$ cat src/ddarc_pkg.sv
// ddarc_pkg: shared types, constants and command/status structs
// for the dda grid ray caster; no dependencies
package ddarc_pkg;

  localparam int MapLog2   = 6;
  localparam int MapN      = 1 << MapLog2;
  localparam int FracBits  = 10;
  localparam int AddrW     = 2 * MapLog2;
  localparam int DistW     = 32;
  localparam int PerpW     = 17;
  localparam int HalfW     = 21;
  localparam int CfgIdxW   = 1;
  localparam int InDataW   = 96;
  localparam int OutDataW  = 56;

  localparam logic [CfgIdxW-1:0] RegScreenHeight = 1'b0;
  localparam logic [CfgIdxW-1:0] RegWallScale    = 1'b1;

  localparam logic [DistW-1:0] DistMax  = '1;
  localparam logic [PerpW-1:0] PerpMax  = '1;
  localparam logic [HalfW-1:0] HalfMax  = 21'h100000;
  localparam logic [MapLog2-1:0] MapMask = '1;

  typedef struct packed {
    logic load;       // latch ray inputs
    logic div_start;  // start a division
    logic div_sel_y;  // divisor: 0 cos, 1 sin
    logic div_half;   // divide for half height
    logic store_dx;
    logic store_dy;
    logic init_side;  // form first side distances
    logic step;       // one dda step
    logic perp;       // compute corrected distance
    logic finish;     // form wall rows
  } ddarc_cmd_t;

  typedef struct packed {
    logic div_done;
    logic stop;       // ray reached stop or border
  } ddarc_sts_t;

endpackage

$ cat src/ddarc_ctrl.sv
// ddarc_ctrl: controller state machine sequencing one ray cast
// depends on ddarc_pkg
module ddarc_ctrl
  import ddarc_pkg::*;
(
  input  logic       clk,
  input  logic       rst_n,
  input  logic       start,
  input  logic       out_busy,
  input  ddarc_sts_t sts,
  output ddarc_cmd_t cmd,
  output logic       busy,
  output logic       done
);

  typedef enum logic [9:0] {
    S_IDLE  = 10'b0000000001,
    S_DXGO  = 10'b0000000010,
    S_DXW   = 10'b0000000100,
    S_DYGO  = 10'b0000001000,
    S_DYW   = 10'b0000010000,
    S_INIT  = 10'b0000100000,
    S_STEP  = 10'b0001000000,
    S_PERP  = 10'b0010000000,
    S_HW    = 10'b0100000000,
    S_FIN   = 10'b1000000000
  } state_t;

  state_t state_r, state_nxt;

  always_comb begin
    state_nxt = state_r;
    cmd = '0;
    done = 1'b0;
    case (state_r)
      S_IDLE: begin
        if (start) begin
          cmd.load = 1'b1;
          state_nxt = S_DXGO;
        end
      end
      S_DXGO: begin
        cmd.div_start = 1'b1;
        state_nxt = S_DXW;
      end
      S_DXW: begin
        if (sts.div_done) begin
          cmd.store_dx = 1'b1;
          state_nxt = S_DYGO;
        end
      end
      S_DYGO: begin
        cmd.div_start = 1'b1;
        cmd.div_sel_y = 1'b1;
        state_nxt = S_DYW;
      end
      S_DYW: begin
        cmd.div_sel_y = 1'b1;
        if (sts.div_done) begin
          cmd.store_dy = 1'b1;
          state_nxt = S_INIT;
        end
      end
      S_INIT: begin
        cmd.init_side = 1'b1;
        state_nxt = S_STEP;
      end
      S_STEP: begin
        cmd.step = 1'b1;
        if (sts.stop) state_nxt = S_PERP;
      end
      S_PERP: begin
        cmd.perp = 1'b1;
        cmd.div_start = 1'b1;
        cmd.div_half = 1'b1;
        state_nxt = S_HW;
      end
      S_HW: begin
        cmd.div_half = 1'b1;
        if (sts.div_done) state_nxt = S_FIN;
      end
      S_FIN: begin
        if (!out_busy) begin
          cmd.finish = 1'b1;
          done = 1'b1;
          state_nxt = S_IDLE;
        end
      end
      default: state_nxt = S_IDLE;
    endcase
  end

  assign busy = (state_r != S_IDLE);

  always_ff @(posedge clk) begin
    if (!rst_n) state_r <= S_IDLE;
    else        state_r <= state_nxt;
  end

endmodule

$ cat config.mk
export PLATFORM = sky130hd
export DESIGN_NAME = ddarc_ctrl
export DESIGN_NICKNAME = d
export VERILOG_FILES = /design/src/ddarc_pkg.sv /design/src/ddarc_ctrl.sv
export SDC_FILE = /design/constraint.sdc
export NUM_CORES = 1
export LEC_CHECK = 0
export BUFFER_PORTS_ARGS = -buffer_cell sky130_fd_sc_hd__buf_2
export CAP_MARGIN = 20
export CORE_MARGIN = 4
export CORE_UTILIZATION = 46
export DETAILED_ROUTE_END_ITERATION = 8
export PLACE_DENSITY_LB_ADDON = 0.08
export REMOVE_ABC_BUFFERS = 1
export SYNTH_ARGS = -nofsm -noshare
export SYNTH_HDL_FRONTEND = slang
export SYNTH_SLANG_ARGS = --single-unit
$ cat constraint.sdc
create_clock -name clk -period 1.6 [get_ports clk]
set_clock_uncertainty 0.05 [all_clocks]
set_input_delay 0.32 -clock clk [delete_from_list [all_inputs] [get_ports clk]]
set_output_delay 0.32 -clock clk [all_outputs]
set_load 0.01 [all_outputs]
==> reports/metrics.cfg, run 1 <==
[clock_tree]
htreeDepth=1
cts.sinks=10
clockBufferDepth=2
cts_root_buf=clkbuf_4
holdBufCountCts=0
numCtsBuffers=3

[timing]
worstEndpointType=output port
worstEndpointGrtRepair=cmd[6]

[placed_design]
place_congestion=0.907
place_hpwl_um=1790
port_buffers=17

[status]
tool.error=[ERROR DPL-0033] detailed placement checks failed during check placement.
stop_stage=5_1_grt
status=did not finish

[synth]
synthFlopType=dfxtp_1
ys_top_cells_by_area=dfxtp_1, nor2_1, nor4_4
yosys.area.top_type_share=0.278
ys_types=36
netlist_instances=90
synth_edf_count=0
synthArstFlopShare=0
yosysTopAreaCell=dfxtp_1
synth.avg_cell_area_sq_um=8.01
ys_ff_latch=10
yosysWarningCount=0
yosysSeqAreaShare=0.278
syn_area_sq_um=721

[global_route]
antenna_found_initial=0
grt_max_degree=8

[floorplanning]
rows=14
die_h_um=47.6
io_pins=18
die_x_um=47.6
initial_core_util=0.484

## cell usage after synthesis (2+ instances only)
library cell,instances
o21ai_0,2
nand4_1,3
nand3_1,3
nor2b_1,2
and2_1,2
clkbuf_1,2
buf_2,2
nor3_1,5
and3_1,3
a31oi_1,3
nor4_4,2
inv_1,5
dfxtp_1,10
nor2_2,2
nand2_1,6
xor2_1,3
nor2_1,16
## stage by stage
| step | setup slack [ps] | instances | utilization | setup TNS [ps] | cell area (sq um) |
|---|---|---|---|---|---|
| 4_1_cts | -335 | 163 | 0.855 | -3490 | 1270 |
| 3_5_place_dp | -161 | 146 | 0.679 | -929 | 1010 |
| 3_3_place_gp | -73.5 | 146 | 0.679 | -325 | 1010 |
| 2_1_floorplan | -41.7 | 85 | - | -139 | 696 |
## logic make-up after synthesis
kind of cell	count (synthesis)	share of synthesized area
AO/OA/AOI/OAI	13	0.142
XOR/XNOR	3	0.0365
buffers and inverters	10	0.0608
flip-flops	10	0.278
AND/OR/NAND/NOR	54	0.483
## timing repair
action	in CTS
cloned	0
resized for setup	38
buffers inserted	14
pin swaps	18
endpoints found under the setup margin	18
==> inputs of run 2 (changes only) <==
Settings changed: CORE_AREA set to 4 4 65 67, CORE_MARGIN 4 to unset, CORE_UTILIZATION 46 to unset, DIE_AREA set to 0 0 69 71, PLACE_DENSITY_LB_ADDON 0.08 to 0.15.
Clock period 1.6 ns to 2.1 ns, I/O delays scaled along.
==> run 2 against run 1 <==
  * The run now ends clean
  * Area after synthesis unchanged
  * Synthesized cell count unchanged
==> reports/metrics.cfg, run 2 <==
[status]
status=finished, final reports clean

[worst_setup_path]
startpoint_type=flop
worst_ep_required_time_ps=1630
crit_path_max_fanout=6
cp.arrival_ps=1550
end_kind=output pin
worstSetupPathType=reg2out

[finish]
top_register=state_r
regArea_sq_um=210
final_common_cell=buf_2
largest_reg_flops=10
top_regs=state_r: 10 flops
final_cell_mix=buf_2, nor2_1, dfxtp_2
instances_no_fill=158
multi_input_area_sq_um=533
fin_nets=117
num_antenna_cells=0
final_core_util=0.275
area_delta_synth_final_pct=38.5
drive_gt1_frac=0.491
fillers=415

[synth]
ys_top_cells_by_area=dfxtp_1, nor2_1, nor4_4
ys_top_cells_by_count=nor2_1, dfxtp_1, nand2_1, inv_1, nor3_1
synth_xor_area_frac=0.0365  ; unchanged
synthSimpleGateAreaFrac=0.483  ; unchanged
yosysWarningCount=0  ; unchanged
synth_edf_count=0  ; unchanged
ys_types=36  ; unchanged
yosysSeqAreaShare=0.278  ; unchanged
synth_top_family_by_area=simple AND/OR/NAND/NOR gates
synth_fa_ha_area_frac=0  ; unchanged
synth_most_common_cell=nor2_1
netlist_instances=90  ; unchanged
synthArstFlopShare=0  ; unchanged
ys_ff_latch=10  ; unchanged
synth_compound_area_frac=0.142  ; unchanged
synthFlopType=dfxtp_1
syn_area_sq_um=721  ; unchanged
synth.avg_cell_area_sq_um=8.01  ; unchanged
synth.area.mux_share=0  ; unchanged
yosysTopAreaCell=dfxtp_1
yosys.area.top_type_share=0.278  ; unchanged

[timing]
fin_crit_sh=0.962
layout_setup_ws_ps=78.9
hold_violations=0
max_clock_freq_mhz=495
worstMarginPinSlew_ps=425
grt_setup_unrepaired=yes
period_needed_ps=2020
slew_headroom=0.716
finalSetupViolations=0
drv_slew=0

[floorplanning]
rows=22  ; +8
initial_core_util=0.198  ; -0.286
die_area_sq_mm=0.00490
io_pins=18  ; unchanged
coreArea_sq_mm=0.00363
die_x_um=69  ; +45%
die_h_um=71  ; +49%

[power]
peakVddDrop_uv=289
p_per_area_mw_per_mm2=543
power_leakage_nw=0.439
finalPower_mw=0.542

[global_route]
track_usage=0.0852
grt_pass1_vias=702
grt_pass1_wl_um=3440
grt_max_degree=9
antenna_found_initial=0
grt-ovfl-total=0

[run]
max-cap-violations=0

[clock_tree]
cts_tree=yes
clockBufferDepth=2  ; unchanged
htreeDepth=1  ; unchanged
cts.sinks=10  ; unchanged
clk_pin_slew_worst_paths_ps=50
cts_root_buf=clkbuf_8
clkLatencyLatePin_ps=230
numCtsBuffers=3  ; unchanged

[routing]
wl_per_cell_um=13.0
drt-initial-drc-count=34
drc_errors=0
firstDrtPassIters=4
ant_nets=0
via_per_inst=4.70
wirelength_um=2050
vias=742

[placed_design]
pre_cts_ws_ps=157  ; +317 ps
place_hpwl_um=1680  ; -5.8%
dp_cells=153  ; +4.8%
place_congestion=0.762  ; -16%
port_buffers=17  ; unchanged

[hold_path]
hold_class=in2reg

-- run 2: cell counts after synthesis --
Identical to the previous run, type by type.
-- run 2: through the flow --
stage / instance area (sq um) / hold WS (ps) / TNS, ps
detailed placement: 863 / 584 / 0
global route: 998 / 427 / -31.7
floorplan: 696 / 492 / 0
CTS: 942 / 411 / 0
finish: 998 / 405 / 0
global placement: 863 / 594 / 0
-- run 2: what timing repair did --
action,CTS,global route
endpoints found under the setup margin,6,9
setup buffers,0,1
resized for setup,6,16
pin swaps,0,4
hold buffers,0,0
endpoints found under the hold margin,0,0
-- run 2: layout make-up --
type | count | share of cell area
clock buffers | 4 | 0.0551
multi-input cells | 70 | 0.534
repair buffers | 21 | 0.122
inverters | 5 | 0.0188
flip-flops and latches | 10 | 0.211
well taps | 48 | 0.0602
-- run 2: logic make-up (layout without fill, tap and decap cells) --
kind of cell / after synthesis / in the layout
simple gates: 54 / 54
compound gates: 13 / 13
flops: 10 / 10
buf+inv: 10 / 30
xor+xnor: 3 / 3
-- run 2: critical path, stage by stage, from the launching register on --
cell,delay [ps]
dfxtp_4,370
nor4_4,300
nor2b_4,220
and3_4,210
nand2b_4,60
nand2_2,60
buf_6,100
-- run 2: path summary, 6_finish.rpt --
check | startpoint | to | slack [ps] | depth (start not counted)
min reg2reg | state_r[2]$_SDFFE_PN0P_ | state_r[2]$_SDFFE_PN0P_ | 460 | 1
max | state_r[2]$_SDFFE_PN0P_ | cmd[6] | 80 | 6
min | start | state_r[1]$_SDFFE_PN0P_ | 400 | 3
max reg2reg | state_r[2]$_SDFFE_PN0P_ | state_r[4]$_SDFFE_PN0P_ | 340 | 6
-- run 2: layer usage --
layer | global-route usage | vias up | routed length, um
li1 | - | 367 | -
met1 | 0.112 | 345 | 945
met2 | 0.145 | 28 | 971
met3 | 0.00568 | 2 | 103
met4 | 0.0325 | 0 | 28
met5 | 0 | - | 0
-- run 2: report_power, final --
group | switching, mW | internal [mW]
clock network | 0.0741 | 0.165
registers | 0.0144 | 0.196
logic | 0.0494 | 0.0437
total | 0.138 | 0.404
Note: power is estimated with default switching activity, not from simulation.
==> inputs of run 3 (changes only) <==
Settings changed: ABC_AREA set to 1, ABC_CLOCK_PERIOD_IN_PS set to 2100.
==> run 3 against run 2 <==
  * Design area is 3.6% lower
  * Critical path depth unchanged
  * Global-route usage decreased by 0.26 points
  * Power up 140%
  * Area after synthesis is 9.4% higher
==> reports/metrics.cfg, run 3 <==
[floorplanning]
die_h_um=71  ; unchanged
rows=22  ; unchanged
die_area_sq_mm=0.00490  ; unchanged
coreArea_sq_mm=0.00363  ; unchanged
die_x_um=69  ; unchanged
io_pins=18  ; unchanged
initial_core_util=0.217  ; +0.0186

[synth]
synthFlopType=dfxtp_1
ys_ff_latch=10  ; unchanged
ys_top_cells_by_count=nor2_1, inv_1, nand2_1, nand3_1, dfxtp_1
yosys.area.top_type_share=0.254  ; -0.0238
ys_top_cells_by_area=dfxtp_1, nor2_1, nor2_4
yosysSeqAreaShare=0.254  ; -0.0238
synth_edf_count=0  ; unchanged
synth_most_common_cell=nor2_1
synth.avg_cell_area_sq_um=6.36  ; -21%
netlist_instances=124  ; +38%
yosysTopAreaCell=dfxtp_1
ys_types=16  ; -56%
synthArstFlopShare=0  ; unchanged
syn_area_sq_um=788  ; +9.4%
yosysWarningCount=0  ; unchanged

[finish]
final_common_cell=nor2_1
area_delta_synth_final_pct=22.1
drive_gt1_frac=0.317  ; -0.174
final_cell_mix=nor2_1, nand2_1, inv_1
top_register=state_r
num_antenna_cells=0  ; unchanged
top_regs=state_r: 10 flops
largest_reg_flops=10  ; unchanged
fin_nets=150  ; +28%

[worst_setup_path]
crit_path_max_fanout=5  ; -1
cp.arrival_ps=1400  ; -150 ps
worstSetupPathType=reg2out
reg2reg_depth=10  ; +4
reg2reg_to=state_r[8]$_SDFFE_PN0P_
crit_end=cmd[8]
crit_start=state_r[8]$_SDFFE_PN0P_
cp_slowest_cell=dfxtp_1
crit_chain=nor2_2 > nand2_1 > nor2_4 > nand3_1 > nand3_1 > buf_2
startpoint_type=flop
slowest_delay_ps=320  ; -50 ps
end_kind=output pin
reg2reg_setup_slack_ps=640  ; +300 ps
r2r-start=state_r[8]$_SDFFE_PN0P_
crit_path_frequent_cell=nand3_1
worst_ep_required_time_ps=1630  ; about the same

[global_route]
grt-ovfl-total=0  ; unchanged
antenna_found_initial=0  ; unchanged
grt_max_degree=10  ; +1
track_usage=0.0826  ; -0.00255
grt_pass1_wl_um=3210  ; -6.8%
grt_pass1_vias=708  ; +0.85%

[status]
status=finished, final reports clean

[routing]
wl_per_cell_um=10.2  ; -21%
wirelength_um=1940  ; -5.1%
firstDrtPassIters=4  ; unchanged
drt-initial-drc-count=30  ; -12%
drc_errors=0  ; unchanged
ant_nets=0  ; unchanged
via_per_inst=3.98  ; -15%
vias=757  ; +2.0%

[power]
p_int_mw=0.656  ; +62%
p_seq_frac=0.230  ; -0.158
p_switching_mw=0.644  ; +370%
clock_power_share=0.151  ; -0.289
p_sw_frac=0.496  ; +0.241
p_per_area_mw_per_mm2=1350  ; +150%
peakVddDrop_uv=301  ; +4.0%
power_leakage_nw=0.577  ; +31%
finalPower_mw=1.30  ; +140%
p_comb_frac=0.619  ; +0.447

[timing]
period_needed_ps=1870  ; -150 ps
fin_crit_sh=0.891  ; -0.0716
max_clock_freq_mhz=535  ; +8.0%
grt_setup_unrepaired=no
tns_ps=0  ; unchanged
finalSetupViolations=0  ; unchanged
slew_headroom=0.842  ; +0.126
worstMarginPinSlew_ps=236  ; -189 ps
drv_slew=0  ; unchanged
hold_violations=0  ; unchanged

[clock_tree]
htreeDepth=1  ; unchanged
numCtsBuffers=3  ; unchanged
clkLatencyLatePin_ps=230  ; about the same
cts_root_buf=clkbuf_8
cts_tree=yes
cts-resized-gates=0  ; -6
cts_setup_buffers=0  ; unchanged
holdBufCountCts=0  ; unchanged
clockBufferDepth=2  ; unchanged
cts.sinks=10  ; unchanged
clk_pin_slew_worst_paths_ps=50  ; about the same

[placed_design]
port_buffers=17  ; unchanged
place_congestion=0.792  ; +4.0%
place_hpwl_um=1620  ; -3.6%

[run]
max-cap-violations=0  ; unchanged

[hold_path]
hold_class=in2reg

[run 3: worst min-delay path by stage]
stage | start | endpoint | slack, ps | cells after the start
6_report | rst_n | state_r[0]$_SDFFE_PN1P_ | 430 | 2
5_1_grt | rst_n | state_r[0]$_SDFFE_PN1P_ | 430 | 2
4_1_cts | rst_n | state_r[0]$_SDFFE_PN1P_ | 420 | 2
3_5_place_dp | state_r[6]$_SDFFE_PN0P_ | state_r[6]$_SDFFE_PN0P_ | 500 | 4
3_3_place_gp | state_r[6]$_SDFFE_PN0P_ | state_r[6]$_SDFFE_PN0P_ | 500 | 4
2_1_floorplan | rst_n | state_r[0]$_SDFFE_PN1P_ | 450 | 1
[run 3: cell type report]
class	count	area, sq um
Clock buffer	3	41.3
Timing Repair Buffer	17	85.1
Sequential cell	10	200
Fill cell	422	2670
Inverter	26	97.6
Multi-Input combinational cell	86	478
Tap cell	48	60.1
[run 3: worst max-delay path, delay by kind of cell (launching register included)]
family	cells	cell delay, ps
simple gates	5	720
flops	1	320
buf+inv	1	130
[run 3: routing by layer]
metal | up-vias | global-route usage | share of wire
met5 | - | 0 | 0
met4 | 0 | 0.0456 | 0.023
met3 | 4 | 0.0185 | 0.042
met2 | 17 | 0.137 | 0.47
met1 | 333 | 0.0990 | 0.46
li1 | 403 | - | -
[run 3: cell families after synthesis]
| family | share of synthesized area |
|---|---|
| buffers and inverters | 0.140 |
| AND/OR/NAND/NOR | 0.600 |
| flip-flops | 0.254 |
| AO/OA/AOI/OAI | 0.00634 |
[run 3: power by group through the flow]
stage	sequential [mW]	clock, mW	combinational [mW]
after global routing	0.306	0.215	0.894
after floorplan	0.294	0	0.651
after CTS	0.300	0.203	0.815
final	0.299	0.196	0.805
after global placement	0.302	0	0.824
after detailed placement	0.303	0	0.809
[run 3: metrics by stage]
step | hold slack [ps] | instances | cell area (sq um) | utilization | worst slack, ps
after floorplan | 454 | 122 | 776 | - | 585
after global placement | 498 | 187 | 921 | 0.253 | 464
after detailed placement | 504 | 187 | 921 | 0.253 | 469
after CTS | 425 | 190 | 962 | 0.265 | 211
after global routing | 425 | 190 | 962 | 0.265 | 127
final | 426 | 190 | 962 | 0.265 | 229
==> inputs of run 4 (changes only) <==
Settings changed: PLACE_DENSITY set to 0.38, PLACE_DENSITY_LB_ADDON 0.15 to unset.
==> run 4 against run 3 <==
  * Design area increased by 1.4%
  * Critical path depth unchanged
  * Register-to-register slack barely moved
  * Setup slack gained 1.1 ps
  * Global-route usage rose by 0.59 points
  * Sequential power barely moved
  * Power up 3.2%
  * Non-clock buffer count is the same
  * Critical path type unchanged
  * Largest power group unchanged
==> reports/metrics.cfg, run 4 (same netlist as run 3, synthesis figures left out) <==
[finish]
top_register=state_r
area_delta_synth_final_pct=23.8
final_common_cell=nor2_1
final_area_sq_um=976  ; +1.4%
drive_gt1_frac=0.322  ; +0.00478
top_regs=state_r: 10 flops
fillers=423  ; +0.24%
fin_nets=150  ; unchanged
final_cell_mix=nor2_1, nand2_1, inv_1
largest_reg_flops=10  ; unchanged
num_antenna_cells=0  ; unchanged

[routing]
ant_nets=0  ; unchanged
vias=741  ; -2.1%
wirelength_um=1940  ; -0.36%
drc_errors=0  ; unchanged
firstDrtPassIters=4  ; unchanged
wl_per_cell_um=10.1  ; -0.88%
via_per_inst=3.88  ; -2.6%
drt-initial-drc-count=28  ; -6.7%

[worst_setup_path]
end_kind=output pin
worst_ep_required_time_ps=1630  ; about the same
crit_path_max_fanout=5  ; unchanged
worstSetupPathType=reg2out
startpoint_type=flop
cp.arrival_ps=1400  ; about the same

[status]
status=finished, final reports clean

[floorplanning]
coreArea_sq_mm=0.00363  ; unchanged
die_area_sq_mm=0.00490  ; unchanged
rows=22  ; unchanged
initial_core_util=0.217  ; unchanged
die_h_um=71  ; unchanged
io_pins=18  ; unchanged
die_x_um=69  ; unchanged

[global_route]
grt_busiest_layer=met2
grt_pass1_vias=737  ; +4.1%
grt_use_met2=0.135  ; -0.00212
grt_max_degree=10  ; unchanged
grt_use_met1=0.118  ; +0.0194
track_usage=0.0885  ; +0.00587
antenna_found_initial=0  ; unchanged
grt-ovfl-total=0  ; unchanged
grt_pass1_wl_um=3460  ; +7.7%
grt_use_met3=0.0128  ; -0.00568

[power]
p_sw_frac=0.481  ; -0.0141
p_seq_frac=0.222  ; -0.008
p_comb_frac=0.596  ; -0.023
p_int_mw=0.696  ; +6.0%
p_per_area_mw_per_mm2=1370  ; +1.7%
p_switching_mw=0.646  ; +0.24%
power_leakage_nw=0.584  ; +1.2%
clock_power_share=0.182  ; +0.031
peakVddDrop_uv=322  ; +7.2%

[clock_tree]
holdBufCountCts=0  ; unchanged
clkLatencyLatePin_ps=240  ; about the same
cts_root_buf=clkbuf_8
clockBufferDepth=2  ; unchanged
cts-resized-gates=0  ; unchanged
clk_pin_slew_worst_paths_ps=50  ; about the same
cts_setup_buffers=0  ; unchanged
htreeDepth=1  ; unchanged
cts_tree=yes
numCtsBuffers=3  ; unchanged
cts.sinks=10  ; unchanged

[hold_path]
hold_class=in2reg

[timing]
finalSetupViolations=0  ; unchanged
max_clock_freq_mhz=535  ; about the same
drv_slew=0  ; unchanged
hold_violations=0  ; unchanged
worstMarginPinSlew_ps=260  ; +23.5 ps
fin_crit_sh=0.890  ; about the same
slew_headroom=0.826  ; -0.0157
period_needed_ps=1870  ; -1.11 ps
tns_ps=0  ; unchanged
grt_setup_unrepaired=no

[placed_design]
place_area_sq_um=921  ; unchanged
place_hpwl_um=1660  ; +2.3%
port_buffers=17  ; unchanged
place_congestion=0.784  ; -1.0%

[run]
max-cap-violations=0  ; unchanged

-- run 4: final timing paths --
kind	from	endpoint	slack [ps]	cells after the start
worst max-delay path	state_r[8]$_SDFFE_PN0P_	cmd[8]	230	6
worst min-delay path	rst_n	state_r[0]$_SDFFE_PN1P_	420	2
worst max register to register	state_r[8]$_SDFFE_PN0P_	state_r[7]$_SDFFE_PN0P_	650	10
worst min register to register	state_r[6]$_SDFFE_PN0P_	state_r[6]$_SDFFE_PN0P_	500	4
-- run 4: layout make-up --
cell class	count	area, sq um	share of cell area
Tap cell	48	60.1	0.0615
Timing Repair Buffer	17	85.1	0.0872
Multi-Input combinational cell	86	478	0.490
Sequential cell	10	200	0.205
Clock buffer	4	55.1	0.0564
Inverter	26	97.6	0.100
-- run 4: per-stage QoR --
step                      hold WS (ps)  utilization  cells  setup WS [ps]  total power, mW
after floorplan                    454            -    122            585            0.946
after global routing               440        0.269    191            103             1.48
after CTS                          417        0.269    191            210             1.36
after detailed placement           496        0.253    187            479             1.11
after global placement             492        0.253    187            451             1.12
final                              419        0.269    191            230             1.34
-- run 4: power groups by stage --
stage | registers, mW | clock network [mW] | logic (mW)
2_1_floorplan | 0.294 | 0 | 0.651
3_3_place_gp | 0.303 | 0 | 0.815
3_5_place_dp | 0.302 | 0 | 0.808
4_1_cts | 0.298 | 0.250 | 0.811
5_1_grt | 0.306 | 0.262 | 0.915
6_report | 0.298 | 0.244 | 0.799
-- run 4: routing by layer --
layer  part of all wire  vias up
met5                  0        -
met4              0.023        0
met3              0.038        4
met2               0.40       20
met1               0.54      309
li1                   -      408
-- run 4: worst max-delay path, stage by stage, from the launching register on --
cell     delay, ps
dfxtp_1        320
nor2_2         220
nand2_1        130
nor2_4         130
nand3_1        120
nand3_1        100
buf_2          140
